## src/rtl/dal_pkg.sv

```systemverilog
// Shared types and codes for the device address accept list.
`timescale 1ns / 1ps

package dal_pkg;

  localparam int ADDR_W   = 48;
  localparam int STATUS_W = 3;
  localparam int USED_W   = 4;

  localparam logic REQ_ADD    = 1'b0;
  localparam logic REQ_LOOKUP = 1'b1;

  typedef enum logic [STATUS_W-1:0] {
    ST_ADDED     = 3'd0,
    ST_PRESENT   = 3'd1,
    ST_FULL      = 3'd2,
    ST_FOUND     = 3'd3,
    ST_NOT_FOUND = 3'd4
  } status_t;

  // Request token as it walks down the row of cells.
  typedef struct packed {
    logic              valid;
    logic              req_type;
    logic [ADDR_W-1:0] address;
    logic              hit;
  } cell_token_t;

endpackage

```

## src/rtl/dal_if.sv

```systemverilog
// Request and response channel interfaces of the device address accept list.
`timescale 1ns / 1ps

interface dal_req_if;
  logic                       valid;
  logic                       ready;
  logic                       req_type;
  logic [dal_pkg::ADDR_W-1:0] device_address;

  modport source (output valid, output req_type, output device_address, input ready);
  modport sink   (input valid, input req_type, input device_address, output ready);
endinterface

interface dal_rsp_if;
  logic                         valid;
  logic                         ready;
  logic                         accepted;
  logic [dal_pkg::STATUS_W-1:0] status;
  logic [dal_pkg::USED_W-1:0]   entries_used;

  modport source (output valid, output accepted, output status, output entries_used,
                  input ready);
  modport sink   (input valid, input accepted, input status, input entries_used,
                  output ready);
endinterface

```

## src/rtl/dal_cell.sv

```systemverilog
// One list entry: holds an address and compares it with the passing request.
`timescale 1ns / 1ps

module dal_cell (
  input  logic                       clk,
  input  logic                       rst,
  input  logic                       used,
  input  logic                       wr_en,
  input  logic [dal_pkg::ADDR_W-1:0] wr_data,
  input  dal_pkg::cell_token_t       tok_in,
  output dal_pkg::cell_token_t       tok_out
);

  logic [dal_pkg::ADDR_W-1:0] entry;
  logic                       tok_valid;
  logic                       tok_req_type;
  logic [dal_pkg::ADDR_W-1:0] tok_address;
  logic                       tok_hit;
  logic                       tok_hit_next;

  // unwritten entries sit above the used count and never match
  assign tok_hit_next = tok_in.hit | (used & (entry == tok_in.address));

  always_ff @(posedge clk) begin
    if (wr_en) begin
      entry <= wr_data;
    end
  end

  always_ff @(posedge clk) begin
    if (rst) begin
      tok_valid <= 1'b0;
    end else begin
      tok_valid <= tok_in.valid;
    end
  end

  always_ff @(posedge clk) begin
    tok_req_type <= tok_in.req_type;
    tok_address  <= tok_in.address;
    tok_hit      <= tok_hit_next;
  end

  assign tok_out = '{valid: tok_valid, req_type: tok_req_type, address: tok_address,
                     hit: tok_hit};

endmodule

```

## src/rtl/device_address_accept_list.sv

```systemverilog
// Top level of the device address accept list: row of entry cells and result logic.
//
//   channel | dir | handshake     | payload
//   req     | in  | valid / ready | req_type, device_address
//   rsp     | out | valid / ready | accepted, status, entries_used
//
// A request walks the row of CAPACITY cells, one cell per cycle, collecting a hit.
// On leaving the row the add is committed and the result is held in a holding
// register, then the output register. A new request is taken while the previous
// result waits in the output register. rst is synchronous and empties the list.
`timescale 1ns / 1ps

module device_address_accept_list #(
  parameter int CAPACITY = 8
) (
  input  logic clk,
  input  logic rst,
  dal_req_if.sink   req,
  dal_rsp_if.source rsp
);

  localparam int CNT_W = $clog2(CAPACITY + 1);

  dal_pkg::cell_token_t tok [CAPACITY+1];
  dal_pkg::cell_token_t last;

  logic [CNT_W-1:0] count;
  logic [CNT_W-1:0] count_next;
  logic             busy;
  logic             req_take;
  logic             commit_add;

  logic                       fin_valid;
  logic                       fin_accepted;
  dal_pkg::status_t           fin_status;
  logic [dal_pkg::USED_W-1:0] fin_used;

  logic                       res_accepted;
  dal_pkg::status_t           res_status;
  logic [CNT_W+3:0]           count_ext;

  logic                       out_valid;
  logic                       out_accepted;
  dal_pkg::status_t           out_status;
  logic [dal_pkg::USED_W-1:0] out_used;

  assign req.ready = !rst && !busy && !fin_valid;
  assign req_take  = req.valid && req.ready;

  assign tok[0] = '{valid: req_take, req_type: req.req_type, address: req.device_address,
                    hit: 1'b0};
  assign last   = tok[CAPACITY];

  for (genvar i = 0; i < CAPACITY; i++) begin : g_cell
    dal_cell u_cell (
      .clk     (clk),
      .rst     (rst),
      .used    (count > CNT_W'(i)),
      .wr_en   (commit_add && (count == CNT_W'(i))),
      .wr_data (last.address),
      .tok_in  (tok[i]),
      .tok_out (tok[i+1])
    );
  end

  always_comb begin
    commit_add   = 1'b0;
    count_next   = count;
    res_accepted = 1'b0;
    res_status   = dal_pkg::ST_NOT_FOUND;
    if (last.req_type == dal_pkg::REQ_ADD) begin
      if (last.hit) begin
        res_accepted = 1'b1;
        res_status   = dal_pkg::ST_PRESENT;
      end else if (count == CNT_W'(CAPACITY)) begin
        res_status   = dal_pkg::ST_FULL;
      end else begin
        commit_add   = last.valid;
        count_next   = count + CNT_W'(1);
        res_accepted = 1'b1;
        res_status   = dal_pkg::ST_ADDED;
      end
    end else begin
      if (last.hit) begin
        res_accepted = 1'b1;
        res_status   = dal_pkg::ST_FOUND;
      end
    end
  end

  // entries_used carries only the low bits of the count
  assign count_ext = (CNT_W + 4)'(count_next);

  always_ff @(posedge clk) begin
    if (rst) begin
      busy      <= 1'b0;
      count     <= '0;
      fin_valid <= 1'b0;
      out_valid <= 1'b0;
    end else begin
      if (req_take) begin
        busy <= 1'b1;
      end else if (last.valid) begin
        busy <= 1'b0;
      end
      if (commit_add) begin
        count <= count_next;
      end
      if (last.valid) begin
        fin_valid <= 1'b1;
      end else if (fin_valid && (!out_valid || rsp.ready)) begin
        fin_valid <= 1'b0;
      end
      if (fin_valid && (!out_valid || rsp.ready)) begin
        out_valid <= 1'b1;
      end else if (rsp.ready) begin
        out_valid <= 1'b0;
      end
    end
  end

  always_ff @(posedge clk) begin
    if (last.valid) begin
      fin_accepted <= res_accepted;
      fin_status   <= res_status;
      fin_used     <= count_ext[dal_pkg::USED_W-1:0];
    end
    if (fin_valid && (!out_valid || rsp.ready)) begin
      out_accepted <= fin_accepted;
      out_status   <= fin_status;
      out_used     <= fin_used;
    end
  end

  assign rsp.valid        = out_valid;
  assign rsp.accepted     = out_accepted;
  assign rsp.status       = out_status;
  assign rsp.entries_used = out_used;

endmodule

```

## src/flat_wrapper.sv

```systemverilog
// flat-port wrapper written by rule: the top's interface ports become plain ports
module device_address_accept_list_flat 
#(
  parameter int CAPACITY = 8
)
  (clk, rst, req_valid, req_req_type, req_device_address, req_ready, rsp_valid, rsp_accepted, rsp_status, rsp_entries_used, rsp_ready);
  dal_req_if req_i ();
  dal_rsp_if rsp_i ();
  input  logic clk;
  input  logic rst;
  input wire logic [$bits(req_i.valid)-1:0] req_valid;
  input wire logic [$bits(req_i.req_type)-1:0] req_req_type;
  input wire logic [$bits(req_i.device_address)-1:0] req_device_address;
  output wire logic [$bits(req_i.ready)-1:0] req_ready;
  output wire logic [$bits(rsp_i.valid)-1:0] rsp_valid;
  output wire logic [$bits(rsp_i.accepted)-1:0] rsp_accepted;
  output wire logic [$bits(rsp_i.status)-1:0] rsp_status;
  output wire logic [$bits(rsp_i.entries_used)-1:0] rsp_entries_used;
  input wire logic [$bits(rsp_i.ready)-1:0] rsp_ready;
  assign req_i.valid = req_valid;
  assign req_i.req_type = req_req_type;
  assign req_i.device_address = req_device_address;
  assign req_ready = req_i.ready;
  assign rsp_valid = rsp_i.valid;
  assign rsp_accepted = rsp_i.accepted;
  assign rsp_status = rsp_i.status;
  assign rsp_entries_used = rsp_i.entries_used;
  assign rsp_i.ready = rsp_ready;
  device_address_accept_list #(.CAPACITY(CAPACITY)) u_core (.clk(clk), .rst(rst), .req(req_i), .rsp(rsp_i));
endmodule
```

## config.mk

```make
export PLATFORM = sky130hd
export DESIGN_NAME = device_address_accept_list_flat
export DESIGN_NICKNAME = d
export VERILOG_FILES = /design/src/rtl/dal_pkg.sv /design/src/rtl/dal_if.sv /design/src/rtl/dal_cell.sv /design/src/rtl/device_address_accept_list.sv /design/src/flat_wrapper.sv
export SDC_FILE = /design/constraint.sdc
export NUM_CORES = 1
export LEC_CHECK = 0
export ABC_AREA = 1
export BUFFER_PORTS_ARGS = -buffer_cell sky130_fd_sc_hd__buf_2
export CAP_MARGIN = 40
export CORE_MARGIN = 4
export CORE_UTILIZATION = 60
export CTS_CLUSTER_DIAMETER = 30
export CTS_CLUSTER_SIZE = 12
export DETAILED_ROUTE_END_ITERATION = 8
export GPL_TIMING_DRIVEN = 0
export PLACE_DENSITY = 0.82
export SYNTH_ARGS = -nofsm -noshare
export SYNTH_HDL_FRONTEND = slang
export SYNTH_SLANG_ARGS = --single-unit
```

## constraint.sdc

```tcl
create_clock -name clk -period 6.3 [get_ports clk]
set_input_delay 0.63 -clock clk [delete_from_list [all_inputs] [get_ports clk]]
set_output_delay 0.63 -clock clk [all_outputs]
set_load 0.02 [all_outputs]
```

==> impl_metrics.ini, run 1 <==
[worst_setup_path]
worst_r2r_endpoint = u_core.g_cell[6].u_cell.entry[42]$_DFFE_PP_
ff2ff_setup_slack_ps = 2780
r2r_cells = 12
critPathRequiredTime_ps = 6660
worst_path_max_delay_cell = nor3b_2
path_cells = inv_1 > ha_1 > nand2_1 > nor2_2 > nor2_2 > nand2_2 > buf_6 > nor3b_2 > buf_6 > buf_4 > buf_6 > buf_6
worst-path-max-fanout = 10
r2r-start = u_core.count[1]$_SDFFE_PP0P_
crit_path_start_kind = flop
cp_slowest_stage_delay_ps = 720
critical_path_class = reg -> reg
cp_common_cell = buf_6
end_kind = flop
arrival_ps = 3880

[timing]
setup_viol = 0
fin_crit_ps = 3520
fin_crit_sh = 0.559
fin_worst_skew_ps = 31.6
hold_violations = 0
worst_slew_pin_slew_ps = 953
setup_ws_ps = 2780
rsz0062_at_grt = no
tns_ps = 0
hold-worst-slack_ps = 83.0
finalMaxSlewViolations = 0
fmax_mhz = 284
relSlewSlack = 0.363

[synthesis]
synth_top_cell_by_area = edfxtp_1
synth_area_sq_um = 27500
syn_area_per_cell_sq_um = 11.2
async_reset_ff_frac = 0
ys_types = 29
ys_seq_area_frac = 0.739
ys.flop_type = dfxtp_1
syn_inst = 2460
synth_edf_count = 400
synth_seq_cells = 815
synth.area.top_cells = edfxtp_1 (44%), dfxtp_1 (30%), nand2_1 (9.0%), inv_1 (5.4%), nor2_1 (4.5%)
synth_top_area_share = 0.437
yosysWarnings = 0
syn-num-nets = 2518

[routing]
vias = 18000
drtIter0Drc = 2019
drt-pass1-iter-count = 6
final_antenna_net_count = 0
drc = 0
wl_um = 69300
viasPerCell = 5.33
routedWlPerCell_um = 20.5

[power_and_ir_drop]
leakage_nw = 14.5
p_per_area_nw_per_um2 = 392
ir_drop_uv = 460
p_total_mw = 13.1

[cts]
cts_buffers = 118
root_buffer = clkbuf_16
cts_sinks = 815
ctsHoldBuffers = 0
postCtsSetupRepairBufs = 0
cts_tree = yes
htreeDepth = 3
clockBufferDepth = 3
clk_pin_slew_worst_paths_ps = 50
clock_latency_ps = 670
cts_resized = 0

[min_path]
min_from = req_req_type
hold_end = u_core.g_cell[0].u_cell.tok_req_type$_DFF_P_
hp-class = in -> reg
hold_depth = 1

[cells_and_area]
drive_gt1_frac = 0.117
stdcell_area_sq_um = 33300
final_net_count = 2732
stdcell_count = 3378
num-fill-cells = 2457
area_growth_pct = 21.2
final_common_cell = nand2_1
final_cell_mix = nand2_1 (659), dfxtp_1 (415), edfxtp_1 (400), inv_1 (394), nor2_1 (328)
utilization = 0.734

[grt]
track_usage = 0.279
grt_max_degree = 21
grt_overflow = 0
grt_antenna_before_repair = 1
grt_pass1_vias = 18700
grt_pass1_wl_um = 105000

[die]
start_util = 0.606
fp.dieH_um = 222
io_pins = 63
rows = 78
dieArea_sq_um = 49300
fp.dieW_um = 222
fp.coreArea_sq_um = 45400

[place]
dp.cells = 3154
place_area_sq_um = 29000
dp.final_hpwl_um = 43600
io_buffers = 62
pre_cts_slack_ps = 2870
gp_congestion = 0.871

[run]
max-cap-violations = 0

[status]
status = completed
==> worst max-delay path, delay by kind of cell, from the launching register on <==
kind / cells / cell delay, ps
AND/OR/NAND/NOR: 5 / 1150
buffers and inverters: 6 / 1270
flip-flops: 1 / 510
adder cells (fa/ha/maj): 1 / 290
==> state kept, by name, indices dropped and copies added (netlist names) <==
| name | count |
|---|---|
| u_core.fin_accepted | 1 |
| u_core.count | 4 |
| u_core.fin_valid | 1 |
| u_core.g_cell.u_cell.tok_address | 384 |
| u_core.g_cell.u_cell.tok_valid | 8 |
| u_core.rsp.entries_used | 4 |
| u_core.g_cell.u_cell.entry | 384 |
| u_core.rsp.accepted | 1 |
| u_core.rsp.status | 3 |
| u_core.g_cell.u_cell.tok_req_type | 8 |
| u_core.rsp.valid | 1 |
| u_core.fin_used | 4 |
| u_core.busy | 1 |
| u_core.g_cell.u_cell.tok_hit | 8 |
| u_core.fin_status | 3 |
==> synthesized netlist by cell type, types with 2 or more instances <==
cell type    n
ha_1         5
edfxtp_1   400
or2_2        8
nor2_2       3
nand2_2      2
nand2_1    659
o22ai_1      9
inv_1      394
a21oi_1      6
nor3_1       4
xnor2_1    140
nand4_1      4
xor2_1       9
nand3_1     23
nor2_1     331
inv_2        2
dfxtp_1    415
o21ai_0     35
==> cells by family (layout without fill, tap and decap cells) <==
kind of cell,after synthesis,in the layout,share of synthesized area
AO/OA/AOI/OAI,53,53,0.0103
XOR/XNOR,150,150,0.0481
flip-flops,815,815,0.739
other,0,1,0
buffers and inverters,399,716,0.0548
adder cells (fa/ha/maj),5,5,0.00228
AND/OR/NAND/NOR,1038,1038,0.145
==> how the worst max path moves through the flow <==
| stage | slack, ps | depth (start not counted) | from | endpoint |
|---|---|---|---|---|
| CTS | 2850 | 12 | u_core.count[1]$_SDFFE_PP0P_ | u_core.g_cell[6].u_cell.entry[42]$_DFFE_PP_ |
| finish | 2780 | 12 | u_core.count[1]$_SDFFE_PP0P_ | u_core.g_cell[6].u_cell.entry[42]$_DFFE_PP_ |
| floorplan | 960 | 8 | u_core.count[0]$_SDFFE_PP0P_ | u_core.g_cell[6].u_cell.entry[0]$_DFFE_PP_ |
| global route | 2670 | 12 | u_core.count[1]$_SDFFE_PP0P_ | u_core.g_cell[6].u_cell.entry[42]$_DFFE_PP_ |
| detailed placement | 2870 | 12 | u_core.count[1]$_SDFFE_PP0P_ | u_core.g_cell[6].u_cell.entry[10]$_DFFE_PP_ |
| global placement | -2260 | 8 | u_core.count[0]$_SDFFE_PP0P_ | u_core.g_cell[6].u_cell.entry[10]$_DFFE_PP_ |
==> per-layer routing <==
| metal | global-route usage | wire length [um] |
|---|---|---|
| met1 | 0.334 | 25100 |
| met2 | 0.464 | 33400 |
| met3 | 0.0622 | 6250 |
| met4 | 0.169 | 4600 |
| met5 | 0 | 0 |
==> report_power, final <==
group          switching, mW  total [mW]  internal (mW)  leakage (nW)
sequential             0.135        5.83           5.69          7.09
clock                   2.46        6.98           4.52          2.04
combinational          0.156       0.250         0.0936          5.32
total                   2.75        13.1           10.3          14.5
==> area by class of cell <==
class / instances / area, sq um / area share
inverter: 396 / 1490 / 0.0446
clock inverter: 75 / 1060 / 0.0317
tap: 600 / 751 / 0.0225
multi-input combinational: 1246 / 5720 / 0.172
clock buffer: 148 / 3230 / 0.0969
timing repair buffer: 94 / 739 / 0.0222
buffer: 3 / 20.0 / 0.000601
sequential: 815 / 20300 / 0.610
antenna: 1 / 2.50 / 0.0000751
Note: power is estimated with default switching activity, not from simulation.
==> inputs of run 2 (changes only) <==
Settings changed: CORE_UTILIZATION 60 to 55, PLACE_DENSITY 0.82 to 0.79.
Clock period 6.3 ns to 3.2 ns, I/O delays scaled along.
==> run 2 against run 1 <==
  * Worst hold slack improved by 230 ps
  * Critical path depth decreased by 2
  * Fmax increased by 28%
  * Flip-flop and latch count unchanged
  * Design area increased by 2.2%
  * Register-to-register slack got worse by 2300 ps
  * Critical path type unchanged
  * Wire length decreased by 2.5%
  * Combinational power increased by 110%
  * Critical endpoint is now u_core.g_cell[0].u_cell.entry[5]$_DFFE_PP_
  * First-iteration DRC count decreased by 9.5%
==> impl_metrics.ini, run 2 (same netlist as run 1, synthesis figures left out) <==
[status]
status = completed

[cells_and_area]
num-fill-cells = 2959
stdcell_area_sq_um = 34000
reg_top3 = u_core.g_cell.u_cell.entry: 384 flops, u_core.g_cell.u_cell.tok_address: 384 flops
final_common_cell = nand2_1
drive_gt1_frac = 0.115
final_net_count = 2781
n_antenna_cell = 0
area_growth_pct = 23.8
final_cell_mix = nand2_1 (659), dfxtp_1 (413), edfxtp_1 (400), inv_1 (393), nor2_1 (328)

[worst_setup_path]
r2r_cells = 10
critical_path_class = reg -> reg
worst_path_max_delay_cell = nor2_4
cp_slowest_stage_delay_ps = 510
worst_r2r_endpoint = u_core.g_cell[0].u_cell.entry[5]$_DFFE_PP_
crit_path_start_kind = flop
cp_common_cell = nor2_2
ff2ff_setup_slack_ps = 460
end_kind = flop
worst-path-max-fanout = 23
crit_buf_inv = 4
critPathTopFamily = simple AND/OR/NAND/NOR gates
critPathRequiredTime_ps = 3540
arrival_ps = 3080
path_cells = inv_2 > ha_1 > nand2_1 > nor2_2 > nor2_2 > nand2_2 > buf_6 > nor2_4 > buf_16 > buf_12
r2r-start = u_core.count[1]$_SDFFE_PP0P_

[routing]
viasPerCell = 5.07
drt-pass1-iter-count = 5
drc = 0
drtIter0Drc = 1828
final_antenna_net_count = 0
vias = 17700
routedWlPerCell_um = 19.4
wl_um = 67600

[grt]
grt_overflow = 0
grt_max_degree = 25
grt_antenna_before_repair = 1
track_usage = 0.254
grt_pass1_vias = 18400
grt_pass1_wl_um = 103000

[power_and_ir_drop]
leakage_nw = 14.8
p_per_area_nw_per_um2 = 759
ir_drop_uv = 460

[timing]
fin_worst_skew_ps = 30.1
hold_violations = 0
setup_viol = 0
fin_crit_ps = 2740
finalMaxSlewViolations = 0
rsz0062_at_grt = no
fin_crit_sh = 0.857
relSlewSlack = 0.509
worst_slew_pin_slew_ps = 731
fmax_mhz = 365
hold-worst-slack_ps = 318

[die]
fp.coreArea_sq_um = 49200
dieArea_sq_um = 53600
fp.dieW_um = 232
start_util = 0.559
io_pins = 63
fp.dieH_um = 232
rows = 81

[cts]
clockBufferDepth = 3
cts_sinks = 815
clk_pin_slew_worst_paths_ps = 50
cts_resized = 0
cts_tree = yes
cts_buffers = 119
root_buffer = clkbuf_16
clock_latency_ps = 660
htreeDepth = 3

[place]
io_buffers = 62
dp.final_hpwl_um = 43600
place_area_sq_um = 29200
gp_congestion = 0.876

[min_path]
hp-class = in -> reg
hold_end = u_core.g_cell[0].u_cell.tok_address[7]$_DFF_P_
hold_depth = 2
min_from = req_device_address[7]

[run]
max-cap-violations = 0
==> run 2: power by group <==
part	internal, mW	switching, mW
registers	11.2	0.269
clock network	9.11	4.74
logic	0.226	0.295
==> run 2: layout make-up <==
| cell class | instances | area [sq um] | share of cell area |
|---|---|---|---|
| plain buffers | 3 | 20.0 | 0.000588 |
| clock buffers | 156 | 3360 | 0.0988 |
| clock inverters | 70 | 980 | 0.0288 |
| inverters | 396 | 1490 | 0.0437 |
| multi-input cells | 1246 | 5740 | 0.169 |
| flip-flops and latches | 815 | 20300 | 0.597 |
| well taps | 664 | 831 | 0.0244 |
| repair buffers | 142 | 1300 | 0.0381 |
==> run 2: worst max path at each step <==
stage	from	end	slack, ps	depth (start not counted)
5_1_grt	u_core.count[1]$_SDFFE_PP0P_	u_core.g_cell[1].u_cell.entry[30]$_DFFE_PP_	350	10
2_1_floorplan	u_core.count[0]$_SDFFE_PP0P_	u_core.g_cell[0].u_cell.entry[0]$_DFFE_PP_	-450	8
3_3_place_gp	u_core.count[0]$_SDFFE_PP0P_	u_core.g_cell[0].u_cell.entry[5]$_DFFE_PP_	-2910	8
4_1_cts	u_core.count[1]$_SDFFE_PP0P_	u_core.g_cell[6].u_cell.entry[2]$_DFFE_PP_	130	11
6_report	u_core.count[1]$_SDFFE_PP0P_	u_core.g_cell[0].u_cell.entry[5]$_DFFE_PP_	460	10
3_5_place_dp	u_core.count[1]$_SDFFE_PP0P_	u_core.g_cell[6].u_cell.entry[8]$_DFFE_PP_	180	11
==> run 2: metal layers <==
layer  track usage  vias to the layer above  routed length [um]  part of all wire
li1              -                     8172                   -                 -
met1         0.323                     8470               25800              0.38
met2         0.423                      866               32600              0.48
met3        0.0452                      194                5940             0.088
met4         0.126                        2                3270             0.048
met5             0                        -                  17           0.00025
==> run 2: timing repair <==
item,4_1_cts,5_1_grt
setup buffers,0,1
setup endpoints to repair,0,14
hold buffers,53,0
hold endpoints to repair,55,0
==> run 2: per-stage QoR <==
step                      utilization  setup WS [ps]  power [mW]  cells  setup TNS (ps)
final                           0.693            457        25.9   3492               0
after global placement          0.583          -2910        12.1   3186         -801790
after floorplan                     -           -452        11.9   2460         -106470
after detailed placement        0.593            180        12.1   3212               0
after global routing            0.693            346        26.6   3492               0
after CTS                       0.692            134        25.9   3491               0
==> run 2: worst reg2reg max path, cell delays in order (launching register included) <==
cell	delay, ps
dfxtp_4	400
inv_2	110
ha_1	240
nand2_1	100
nor2_2	50
nor2_2	200
nand2_2	100
buf_6	190
nor2_4	520
buf_16	260
buf_12	230
==> inputs of run 3 (changes only) <==
Settings changed: GPL_ROUTABILITY_DRIVEN from default to 0, PLACE_DENSITY 0.79 to 0.76.
==> run 3 against run 2 <==
  * Core utilization increased by 0.62 points
  * Sequential share of layout area down 0.53 points
  * Cell count up 0.63%
  * Setup slack worse by 130 ps
  * Combinational power hardly changed
  * Clock-buffer cell count is 1 higher
  * Fmax is 4.6% lower
  * Clock skew is 4.3 ps lower
  * First-iteration DRC count is 8.1% lower
  * Clock power up 4%
  * Flip-flop and latch count is the same
  * Critical endpoint is now u_core.g_cell[6].u_cell.entry[3]$_DFFE_PP_
  * Largest cell class unchanged
  * Highest routed layer is now met4
==> impl_metrics.ini, run 3 (same netlist as run 1, synthesis figures left out) <==
[status]
status = completed

[routing]
drtIter0Drc = 1680
viasPerCell = 5.03
drc = 0
final_antenna_net_count = 0
wl_um = 66900
drt-pass1-iter-count = 5
routedWlPerCell_um = 19.0
vias = 17700

[grt]
grt_overflow = 0
grt_pass1_wl_um = 101000
grt_antenna_before_repair = 0
grt_pass1_vias = 18200
track_usage = 0.254
grt_max_degree = 25

[die]
fp.dieW_um = 232
rows = 81
io_pins = 63
fp.coreArea_sq_um = 49200
start_util = 0.559
dieArea_sq_um = 53600
fp.dieH_um = 232

[place]
dp.final_hpwl_um = 43600
place_area_sq_um = 29200
io_buffers = 62
dp.cells = 3213

[timing]
fin_worst_skew_ps = 25.8
fin_crit_ps = 2880
rsz0062_at_grt = no
fmax_mhz = 348
hold-worst-slack_ps = 273
worst_slew_pin_slew_ps = 924
hold_violations = 0
setup_viol = 0
relSlewSlack = 0.384
fin_crit_sh = 0.899
finalMaxSlewViolations = 0
tns_ps = 0

[cells_and_area]
seqCellArea_sq_um = 20300
reg_top3 = u_core.g_cell.u_cell.entry: 384 flops, u_core.g_cell.u_cell.tok_address: 384 flops
num-fill-cells = 3059
stdcell_count = 3514
stdcell_area_sq_um = 34300
multi_input_area_sq_um = 5740
final_net_count = 2795
drive_gt1_frac = 0.125
final_common_cell = nand2_1
area_growth_pct = 24.9
final_cell_mix = nand2_1 (659), dfxtp_1 (413), edfxtp_1 (400), inv_1 (393), nor2_1 (328)

[cts]
clockBufferDepth = 3
clk_pin_slew_worst_paths_ps = 50
htreeDepth = 4
cts_tree = yes
cts_sinks = 815
cts_resized = 0
clock_latency_ps = 710
root_buffer = clkbuf_16
cts_buffers = 133

[power_and_ir_drop]
leakage_nw = 14.9
p_per_area_nw_per_um2 = 770
p_total_mw = 26.4
ir_drop_uv = 551

[run]
max-cap-violations = 0

[worst_setup_path]
critical_path_class = reg -> reg
arrival_ps = 3280
crit_path_start_kind = flop
end_kind = flop
critPathRequiredTime_ps = 3600
worst-path-max-fanout = 14

[min_path]
hp-class = in -> reg
run 3: repair_timing:
item	CTS	global route
buffers inserted	0	0
endpoints found under the hold margin	56	0
hold buffers	53	0
run 3: per-layer routing:
metal / vias up / part of all wire / track usage
met2: 755 / 0.49 / 0.421
met1: 8525 / 0.38 / 0.315
li1: 8226 / - / -
met5: - / 0 / 0
met4: 0 / 0.041 / 0.116
met3: 162 / 0.085 / 0.0639
run 3: worst paths after layout:
check / from / endpoint / slack, ps / depth (start not counted)
worst max-delay path: u_core.count[1]$_SDFFE_PP0P_ / u_core.g_cell[6].u_cell.entry[3]$_DFFE_PP_ / 320 / 10
worst min register to register: u_core.g_cell[4].u_cell.tok_req_type$_DFF_P_ / u_core.g_cell[5].u_cell.tok_req_type$_DFF_P_ / 330 / 0
worst min-delay path: req_device_address[7] / u_core.g_cell[0].u_cell.tok_address[7]$_DFF_P_ / 270 / 2
worst max register to register: u_core.count[1]$_SDFFE_PP0P_ / u_core.g_cell[6].u_cell.entry[3]$_DFFE_PP_ / 320 / 10
run 3: per-stage QoR:
step,util,worst slack [ps]
floorplan,-,-452
global placement,0.583,-2770
detailed placement,0.594,377
CTS,0.699,355
global route,0.699,217
finish,0.699,324
run 3: layout make-up:
| cell class | count | area share |
|---|---|---|
| clock inverters | 90 | 0.0289 |
| diodes | 1 | 0.0000729 |
| well taps | 664 | 0.0242 |
| flip-flops and latches | 815 | 0.592 |
| inverters | 396 | 0.0434 |
| clock buffers | 157 | 0.106 |
| plain buffers | 3 | 0.000583 |
| multi-input cells | 1246 | 0.167 |
| repair buffers | 142 | 0.0385 |
run 3: worst max-delay path, stage by stage (launching register included):
cell and delay [ps]:
dfxtp_4 400, inv_2 100, ha_1 220, nand2_1 90
nor2_2 50, nor2_2 200, nand2_2 100, buf_6 190
nor3b_4 770, buf_16 230, buf_8 200
run 3: report_power, final:
part | internal, mW | switching [mW]
clock | 9.22 | 5.23
combinational | 0.226 | 0.295
sequential | 11.2 | 0.263
total | 20.7 | 5.79
